$ cat src/rtl/kaf_pkg.sv
package kaf_pkg;

   localparam int WORD_W    = 32;
   localparam int CFG_W     = 31;
   localparam int STEP_W    = 24;
   localparam int FRAC_W    = 24;
   localparam int ACC_W     = 67;
   localparam int MUL_STEPS = 32;
   localparam int DIV_STEPS = 56;
   localparam int CNT_W     = 6;
   localparam int REM_W     = 33;
   localparam int REQ_W     = 88;
   localparam int RSP_W     = 64;
   localparam int CSR_IDX_W = 2;

   localparam logic [CSR_IDX_W-1:0] CSR_ANGLE_Q = 2'd0;
   localparam logic [CSR_IDX_W-1:0] CSR_BIAS_Q  = 2'd1;
   localparam logic [CSR_IDX_W-1:0] CSR_MEAS_R  = 2'd2;

   localparam logic [CFG_W-1:0] ANGLE_Q_RST = 31'd16777;
   localparam logic [CFG_W-1:0] BIAS_Q_RST  = 31'd50332;
   localparam logic [CFG_W-1:0] MEAS_R_RST  = 31'd503316;

   typedef enum logic [3:0] {
      ST_IDLE, ST_RATE, ST_P11, ST_INNER, ST_QB, ST_DK0, ST_DK1,
      ST_K0Y, ST_K1Y, ST_K0N00, ST_K0N01, ST_K1N00, ST_K1N01, ST_DONE
   } state_type;

   typedef enum logic [1:0] {PH_LOAD, PH_RUN, PH_WB} phase_type;

   function automatic logic signed [WORD_W-1:0] sat32(input logic signed [63:0] v);
      logic signed [WORD_W-1:0] r;
      if (v > 64'sh000000007FFFFFFF) r = 32'sh7FFFFFFF;
      else if (v < -64'sh0000000080000000) r = 32'sh80000000;
      else r = v[WORD_W-1:0];
      return r;
   endfunction

   function automatic logic signed [63:0] ext32(input logic [WORD_W-1:0] v);
      return {{32{v[WORD_W-1]}}, v};
   endfunction

endpackage

$ cat src/rtl/kalman_angle_filter_core.sv
// Two-state angle/bias Kalman filter (Q16.16 angle and rate, Q0.24 step,
// Q8.24 covariance). One request in, one response out. Each request runs
// ten products on a bit-serial shift-add multiplier and two gains on a
// bit-serial restoring divider, plus accept and hand-off. req_tready is high
// only while no request is in work; a finished response waits in the output
// register.
module kalman_angle_filter_core (
   input  logic                           clock,
   input  logic                           reset,
   input  logic                           req_tvalid,
   output logic                           req_tready,
   // measured_angle[31:0], measured_rate[63:32], time_step[87:64]
   input  logic [kaf_pkg::REQ_W-1:0]      req_tdata,
   output logic                           rsp_tvalid,
   input  logic                           rsp_tready,
   // filtered_angle[31:0], bias_estimate[63:32]
   output logic [kaf_pkg::RSP_W-1:0]      rsp_tdata,
   input  logic                           csr_valid,
   output logic                           csr_ready,
   input  logic [kaf_pkg::CSR_IDX_W-1:0]  csr_index,
   input  logic [31:0]                    csr_data
);
   import kaf_pkg::*;

   state_type state_ff, state_in;
   phase_type ph_ff, ph_in;
   logic [CNT_W-1:0] cnt_ff, cnt_in;

   logic [CFG_W-1:0] q0_ff, q1_ff, r_ff;

   logic signed [WORD_W-1:0] z_ff, z_in, w_ff, w_in;
   logic [STEP_W-1:0]        dt_ff, dt_in;
   logic signed [WORD_W-1:0] ang_ff, ang_in, bias_ff, bias_in, angp_ff, angp_in;
   logic signed [WORD_W-1:0] p00_ff, p00_in, p01_ff, p01_in, p10_ff, p10_in, p11_ff, p11_in;
   logic signed [WORD_W-1:0] n00_ff, n00_in, n01_ff, n01_in, n10_ff, n10_in, n11_ff, n11_in;
   logic signed [WORD_W-1:0] k0_ff, k0_in, k1_ff, k1_in;
   logic signed [35:0]       inner_ff, inner_in;

   logic [WORD_W-1:0]        x_ff, x_in;
   logic signed [ACC_W-1:0]  y_ff, y_in, acc_ff, acc_in;

   logic signed [33:0]       s_ff, s_in;
   logic                     neg_ff, neg_in;
   logic [DIV_STEPS-1:0]     dq_ff, dq_in;
   logic [REM_W-1:0]         rem_ff, rem_in;

   logic                     rsp_valid_ff, rsp_valid_in;
   logic [RSP_W-1:0]         rsp_data_ff, rsp_data_in;

   logic                     is_mul, is_div, s_pos;
   logic [WORD_W-1:0]        xsel;
   logic signed [63:0]       ysel, pr64, rate64, err64, num64, qs64;
   logic signed [ACC_W-1:0]  addend;
   logic [33:0]              trial;
   logic [34:0]              diff;
   logic [WORD_W-1:0]        mag;

   assign req_tready = (state_ff == ST_IDLE);
   assign rsp_tvalid = rsp_valid_ff;
   assign rsp_tdata  = rsp_data_ff;
   assign csr_ready  = 1'b1;

   always_comb begin
      is_mul = 1'b0;
      is_div = 1'b0;
      case (state_ff)
         ST_RATE, ST_P11, ST_INNER, ST_QB, ST_K0Y, ST_K1Y,
         ST_K0N00, ST_K0N01, ST_K1N00, ST_K1N01: is_mul = 1'b1;
         ST_DK0, ST_DK1: is_div = 1'b1;
         default: ;
      endcase
   end

   assign pr64   = {{21{acc_ff[ACC_W-1]}}, acc_ff[ACC_W-1:FRAC_W]};
   assign rate64 = ext32(w_ff) - ext32(bias_ff);
   assign err64  = ext32(z_ff) - ext32(angp_ff);
   assign s_pos  = !s_ff[33] && (s_ff != '0);
   assign num64  = (state_ff == ST_DK0) ? ext32(n00_ff) : ext32(n10_ff);
   assign qs64   = neg_ff ? -$signed({8'b0, dq_ff}) : $signed({8'b0, dq_ff});
   assign trial  = {rem_ff, dq_ff[DIV_STEPS-1]};
   assign diff   = {1'b0, trial} - {2'b0, s_ff[32:0]};
   assign addend = x_ff[0] ? ((cnt_ff == CNT_W'(MUL_STEPS - 1)) ? -y_ff : y_ff) : '0;

   always_comb begin
      xsel = '0;
      ysel = '0;
      case (state_ff)
         ST_RATE:  begin xsel = {8'b0, dt_ff}; ysel = rate64; end
         ST_P11:   begin xsel = {8'b0, dt_ff}; ysel = ext32(p11_ff); end
         ST_INNER: begin xsel = {8'b0, dt_ff}; ysel = {{28{inner_ff[35]}}, inner_ff}; end
         ST_QB:    begin xsel = {1'b0, q1_ff}; ysel = {40'b0, dt_ff}; end
         ST_K0Y:   begin xsel = k0_ff; ysel = err64; end
         ST_K1Y:   begin xsel = k1_ff; ysel = err64; end
         ST_K0N00: begin xsel = k0_ff; ysel = ext32(n00_ff); end
         ST_K0N01: begin xsel = k0_ff; ysel = ext32(n01_ff); end
         ST_K1N00: begin xsel = k1_ff; ysel = ext32(n00_ff); end
         ST_K1N01: begin xsel = k1_ff; ysel = ext32(n01_ff); end
         default: ;
      endcase
   end

   always_comb begin
      mag = num64[63] ? WORD_W'(-num64) : num64[WORD_W-1:0];
   end

   always_comb begin
      state_in = state_ff;  ph_in = ph_ff;  cnt_in = cnt_ff;
      z_in = z_ff;  w_in = w_ff;  dt_in = dt_ff;
      ang_in = ang_ff;  bias_in = bias_ff;  angp_in = angp_ff;
      p00_in = p00_ff;  p01_in = p01_ff;  p10_in = p10_ff;  p11_in = p11_ff;
      n00_in = n00_ff;  n01_in = n01_ff;  n10_in = n10_ff;  n11_in = n11_ff;
      k0_in = k0_ff;  k1_in = k1_ff;  inner_in = inner_ff;
      x_in = x_ff;  y_in = y_ff;  acc_in = acc_ff;
      s_in = s_ff;  neg_in = neg_ff;  dq_in = dq_ff;  rem_in = rem_ff;
      rsp_valid_in = rsp_valid_ff;  rsp_data_in = rsp_data_ff;

      if (rsp_valid_ff && rsp_tready) rsp_valid_in = 1'b0;

      case (state_ff)
         ST_IDLE: begin
            if (req_tvalid) begin
               z_in = req_tdata[31:0];
               w_in = req_tdata[63:32];
               dt_in = req_tdata[87:64];
               ph_in = PH_LOAD;
               state_in = ST_RATE;
            end
         end
         ST_DONE: begin
            if (!rsp_valid_ff || rsp_tready) begin
               rsp_valid_in = 1'b1;
               rsp_data_in = {bias_ff, ang_ff};
               state_in = ST_IDLE;
            end
         end
         default: begin
            case (ph_ff)
               PH_LOAD: begin
                  cnt_in = '0;
                  ph_in = PH_RUN;
                  if (is_mul) begin
                     x_in = xsel;
                     y_in = ACC_W'(ysel);
                     acc_in = ACC_W'(64'sd1 <<< (FRAC_W - 1));
                  end
                  if (is_div) begin
                     if (state_ff == ST_DK0) s_in = 34'(ext32(n00_ff) + 64'(r_ff));
                     neg_in = num64[63];
                     dq_in = {mag, 24'b0};
                     rem_in = '0;
                  end
               end
               PH_RUN: begin
                  cnt_in = cnt_ff + 1'b1;
                  if (is_mul) begin
                     acc_in = acc_ff + addend;
                     x_in = x_ff >> 1;
                     y_in = y_ff <<< 1;
                     if (cnt_ff == CNT_W'(MUL_STEPS - 1)) ph_in = PH_WB;
                  end else begin
                     rem_in = diff[34] ? trial[REM_W-1:0] : diff[REM_W-1:0];
                     dq_in = {dq_ff[DIV_STEPS-2:0], !diff[34]};
                     if (cnt_ff == CNT_W'(DIV_STEPS - 1)) ph_in = PH_WB;
                  end
               end
               default: begin
                  ph_in = PH_LOAD;
                  case (state_ff)
                     ST_RATE: begin
                        angp_in = sat32(ext32(ang_ff) + pr64);
                        state_in = ST_P11;
                     end
                     ST_P11: begin
                        n01_in = sat32(ext32(p01_ff) - pr64);
                        n10_in = sat32(ext32(p10_ff) - pr64);
                        inner_in = 36'(pr64 - ext32(p01_ff) - ext32(p10_ff) + 64'(q0_ff));
                        state_in = ST_INNER;
                     end
                     ST_INNER: begin
                        n00_in = sat32(ext32(p00_ff) + pr64);
                        state_in = ST_QB;
                     end
                     ST_QB: begin
                        n11_in = sat32(ext32(p11_ff) + pr64);
                        state_in = ST_DK0;
                     end
                     ST_DK0: begin
                        k0_in = s_pos ? sat32(qs64) : '0;
                        state_in = ST_DK1;
                     end
                     ST_DK1: begin
                        k1_in = s_pos ? sat32(qs64) : '0;
                        state_in = ST_K0Y;
                     end
                     ST_K0Y: begin
                        ang_in = sat32(ext32(angp_ff) + pr64);
                        state_in = ST_K1Y;
                     end
                     ST_K1Y: begin
                        bias_in = sat32(ext32(bias_ff) + pr64);
                        state_in = ST_K0N00;
                     end
                     ST_K0N00: begin
                        p00_in = sat32(ext32(n00_ff) - pr64);
                        state_in = ST_K0N01;
                     end
                     ST_K0N01: begin
                        p01_in = sat32(ext32(n01_ff) - pr64);
                        state_in = ST_K1N00;
                     end
                     ST_K1N00: begin
                        p10_in = sat32(ext32(n10_ff) - pr64);
                        state_in = ST_K1N01;
                     end
                     ST_K1N01: begin
                        p11_in = sat32(ext32(n11_ff) - pr64);
                        state_in = ST_DONE;
                     end
                     default: state_in = ST_IDLE;
                  endcase
               end
            endcase
         end
      endcase
   end

   always_ff @(posedge clock) begin
      if (reset) begin
         state_ff <= ST_IDLE;
         ph_ff <= PH_LOAD;
         cnt_ff <= '0;
         rsp_valid_ff <= 1'b0;
         q0_ff <= ANGLE_Q_RST;
         q1_ff <= BIAS_Q_RST;
         r_ff <= MEAS_R_RST;
         ang_ff <= '0;
         bias_ff <= '0;
         p00_ff <= '0;
         p01_ff <= '0;
         p10_ff <= '0;
         p11_ff <= '0;
      end else begin
         state_ff <= state_in;
         ph_ff <= ph_in;
         cnt_ff <= cnt_in;
         rsp_valid_ff <= rsp_valid_in;
         ang_ff <= ang_in;
         bias_ff <= bias_in;
         p00_ff <= p00_in;
         p01_ff <= p01_in;
         p10_ff <= p10_in;
         p11_ff <= p11_in;
         if (csr_valid) begin
            case (csr_index)
               CSR_ANGLE_Q: q0_ff <= csr_data[CFG_W-1:0];
               CSR_BIAS_Q:  q1_ff <= csr_data[CFG_W-1:0];
               CSR_MEAS_R:  r_ff <= csr_data[CFG_W-1:0];
               default: ;
            endcase
         end
      end
   end

   always_ff @(posedge clock) begin
      z_ff <= z_in;  w_ff <= w_in;  dt_ff <= dt_in;  angp_ff <= angp_in;
      n00_ff <= n00_in;  n01_ff <= n01_in;  n10_ff <= n10_in;  n11_ff <= n11_in;
      k0_ff <= k0_in;  k1_ff <= k1_in;  inner_ff <= inner_in;
      x_ff <= x_in;  y_ff <= y_in;  acc_ff <= acc_in;
      s_ff <= s_in;  neg_ff <= neg_in;  dq_ff <= dq_in;  rem_ff <= rem_in;
      rsp_data_ff <= rsp_data_in;
   end

endmodule

$ cat config.mk
export PLATFORM = sky130hd
export DESIGN_NAME = kalman_angle_filter_core
export DESIGN_NICKNAME = d
export VERILOG_FILES = /design/src/rtl/kaf_pkg.sv /design/src/rtl/kalman_angle_filter_core.sv
export SDC_FILE = /design/constraint.sdc
export NUM_CORES = 2
export LEC_CHECK = 0
export ABC_CLOCK_PERIOD_IN_PS = 16700
export BUFFER_PORTS_ARGS = -buffer_cell sky130_fd_sc_hd__buf_2
export CAP_MARGIN = 20
export CELL_PAD_IN_SITES_DETAIL_PLACEMENT = 1
export CELL_PAD_IN_SITES_GLOBAL_PLACEMENT = 1
export CORE_ASPECT_RATIO = 1.4
export CORE_UTILIZATION = 42
export CTS_BUF_LIST = sky130_fd_sc_hd__clkbuf_8
export CTS_CLUSTER_SIZE = 28
export DETAILED_ROUTE_END_ITERATION = 16
export PLACE_DENSITY = 0.75
export SETUP_SLACK_MARGIN = 0.4
export SLEW_MARGIN = 20
export SYNTH_ARGS = -nofsm -noshare
export SYNTH_HDL_FRONTEND = slang
export SYNTH_SLANG_ARGS = --single-unit
$ cat constraint.sdc
create_clock -name clock -period 16.7 [get_ports clock]
set_input_delay 1.67 -clock clock [delete_from_list [all_inputs] [get_ports clock]]
set_output_delay 1.67 -clock clock [all_outputs]
set_load 0.03 [all_outputs]
==> summary.md <==
| Metric | Value |
|---|---|
| Non-filler cells, final | `11800` |
| Die area | `191000 um^2` |
| Hold WS | `0.457 ns` |
| Buf+Inv Stages, Crit Path | `0` |
| Top post-synthesis cells by area | `edfxtp_1 (26%), ha_1 (11%), dfxtp_1 (7.5%)` |
| Max Buffers Root-to-Sink | `4` |
| Wire per inst | `26.6 um` |
| GPL Wtd Cong | `0.972` |
| Delay-heaviest family, CP | `simple AND/OR/NAND/NOR gates` |
| Placed Cells | `11500` |
| Post-CTS Resized | `0` |
| Sequential area share after synthesis | `33.9%` |
| Vias | `73000` |
| Critical Path Max Stage Delay | `0.64 ns` |
| Layout cells sized above 1 | `7.71%` |
| Ys Warns | `0` |
| Setup WS post-layout | `9.33 ns` |
| Fin crit period | `7.37 ns` |
| Stages on the worst setup path | `24` |
| Root buf cell | `clkbuf_8` |
| Wirelength, routed | `314000 um` |
| Number of synthesized register bits | `999` |
| Mapped Area | `79700 um^2` |
| Power per cell area | `72.5 nW/um^2` |
| Avg Inst Size Synth | `8.81 um^2` |
| Fmax | `136 MHz` |
| Grt ovf | `0` |
| Slowest CP cell | `or4_1` |
| Fin. Hold Viols | `0` |
| Postcts setup bufs | `0` |
| Async set or reset register ratio after synthesis | `0%` |
| Placement Setup Slack | `9.43 ns` |
| Layout area overhead | `9.74%` |
| Setup violators final | `0` |
| Antenna Nets Post-Route | `0` |
| Post-synth EDFFs | `701` |
| Yosys top cell by area | `edfxtp_1` |
| Iter 0 DRT Violations | `5834` |
| Final #Nets | `10100` |
| H-tree Lvls | `4` |
| Rel. slew slack | `26.4%` |
| GRT Resource Usage Total | `31.9%` |
| Port buffer count | `191` |
| CP Data Required Time | `17.49 ns` |
| Syn nets | `9965` |
| Worst min path class | `reg2reg` |
| Worst Hold Depth | `2` |
| Final instance area | `87400 um^2` |
| CTS Hold Buffers Added | `0` |
| Die height | `517 um` |
| Worst reg-to-reg setup slack | `9.33 ns` |
| Area after DPL | `83600 um^2` |
| Hpwl dp | `244000 um` |
| Fin crit share | `44.1%` |
| CORE AREA | `188000 um^2` |
| Worst-case reg-to-reg path depth | `24` |
| Vias per cell | `6.18` |
| Crit-path max FO | `8` |
| Vias in the first global route | `74400` |
| Fin Clk Skew | `0.0655 ns` |
| Tot Pwr | `6.34 mW` |
| Fillcell total | `22000` |
| Drt drc | `0` |
| Largest net degree at the start of global routing | `135` |
| Die Wd | `370 um` |
| Num CTS Buffers | `185` |
| Mapped Cells | `9044` |
| CTS tree | `done` |
| Rows | `188` |
| Initial DRT Pass Iterations | `9` |
| WS Path Type | `reg2reg` |
| Max-Cap Viols | `0` |
| Slew of the pin with the lowest slew margin | `1.10 ns` |
| WP data arrival | `8.16 ns` |
| Yosys top cell area share | `26.4%` |
| Critical Path Sink Type | `flop` |
| Setup TNS | `0 ns` |
| Max-slew violations | `0` |
| RSZ-0062 raised after global routing | `no` |
| Initial Utilization | `42.4%` |
| Worst skew pair latency | `0.96 ns` |
| CP most frequent cell | `a21o_1` |
| First-pass GRT wire length | `466000 um` |
| CP Launch Type | `flop` |
| Initial antenna violation count | `13` |
| Crit path cell chain | `or3_1 -> or4_1 -> nor4_2 -> nand2_1 -> or4_1 -> or4_4 -> nor2b_4 -> a21oi_1 -> xor2_1 -> and2_1 -> ha_1 -> a21o_1 -> a21o_1 -> a21o_1 -> a21o_1 -> a21o_1 -> a21o_1 -> a21o_1 -> a21o_1 -> a21oi_1 -> o21a_1 -> o21a_1 -> or4b_1 -> o211ai_1` |
| Fin util | `46.5%` |
| Peak VDD IR | `68.1 uV` |
| Lkg Pwr | `35.6 nW` |
| Synth cell types | `102` |
| Clk slew on worst S/H paths | `0.07 ns` |
| Io pins | `194` |
| Main synth FF type | `edfxtp_1` |
| Status | `complete, no violations` |
| Clk sinks | `999` |
## layout make-up
| cell class | instances | area (um^2) | area share, % |
|---|---|---|---|
| diodes | 10 | 25.0 | 0.0286 |
| clock buffers | 214 | 2950 | 3.37 |
| inverters | 409 | 1540 | 1.76 |
| clock inverters | 121 | 791 | 0.904 |
| well taps | 2470 | 3090 | 3.53 |
| flip-flops and latches | 999 | 27000 | 30.9 |
| repair buffers | 315 | 1920 | 2.20 |
| multi-input cells | 7281 | 50100 | 57.3 |
## cell families after synthesis
logic type / synth area share [%]
flops: 33.9
xor+xnor: 8.10
simple gates: 16.6
compound gates: 23.7
buf+inv: 3.62
mux: 0.737
other cells: 0.00471
fa+ha+maj: 13.3
## layer usage
layer / vias up / track usage, % / part of all wire [%]
li1: 33700 / - / -
met1: 36400 / 39.3 / 41
met2: 2154 / 53.1 / 47
met3: 799 / 3.88 / 5.3
met4: 2 / 19.9 / 6.9
met5: - / 0 / 0.0045
## layout by cell type, fill, tap and decap left out, types with 45 or more instances in the layout
cell / netlist / final
a21o_1: 426 / 426
nand3_1: 175 / 175
dfxtp_1: 298 / 298
o21ai_0: 564 / 562
a221oi_1: 45 / 45
nor3_1: 161 / 149
nor2_1: 792 / 784
clkbuf_8: 0 / 214
xor2_1: 294 / 294
o211ai_1: 51 / 51
fa_1: 82 / 82
o31ai_1: 77 / 72
inv_1: 407 / 470
or3_1: 50 / 50
mux2i_1: 53 / 53
buf_4: 2 / 122
o21a_1: 125 / 125
nand2_1: 873 / 873
a21oi_1: 761 / 760
nand2b_1: 107 / 106
and3_1: 77 / 75
a22oi_1: 50 / 50
a211oi_1: 233 / 233
o21bai_1: 101 / 101
ha_1: 712 / 712
buf_2: 7 / 190
xnor2_1: 443 / 443
edfxtp_1: 701 / 701
and2_1: 126 / 125
nand4_1: 94 / 94
nor2b_1: 99 / 96
a31oi_1: 113 / 109
## power by group
| part | internal, mW | switching (mW) | total, mW |
|---|---|---|---|
| registers | 2.72 | 0.0635 | 2.78 |
| clock network | 1.34 | 1.20 | 2.53 |
| logic | 0.359 | 0.670 | 1.03 |
| total | 4.41 | 1.93 | 6.34 |
## cell usage after synthesis, types with 113 or more instances
cell type  instances
ha_1             712
and2_1           126
xor2_1           294
nor2_1           792
o21ai_0          564
edfxtp_1         701
a21o_1           426
xnor2_1          443
a21oi_1          761
a211oi_1         233
nor3_1           161
nand3_1          175
a31oi_1          113
nand2_1          873
o21a_1           125
inv_1            407
clkbuf_1         327
dfxtp_1          298
## state kept, by name, summed over array words and instances (netlist names), 33 cells and up
register	cells
acc_ff	67
y_ff	67
rsp_tdata	64
dq_ff	56
inner_ff	36
rem_ff	33
s_ff	33
## worst paths after layout
kind / from / endpoint
setup / recovery: y_ff[3] / acc_ff[66]
hold / removal: q1_ff[28] / q1_ff[28]
setup reg to reg: y_ff[3] / acc_ff[66]
hold reg to reg: q1_ff[28] / q1_ff[28]
## worst reg2reg max path: cells and delay by family (launching register included)
family / cells / cell delay, ns
simple gates: 9 / 3.90
compound gates: 13 / 2.31
flops: 1 / 0.45
fa+ha+maj: 1 / 0.38
xor+xnor: 1 / 0.15
Power figures use the tool's default switching activity.
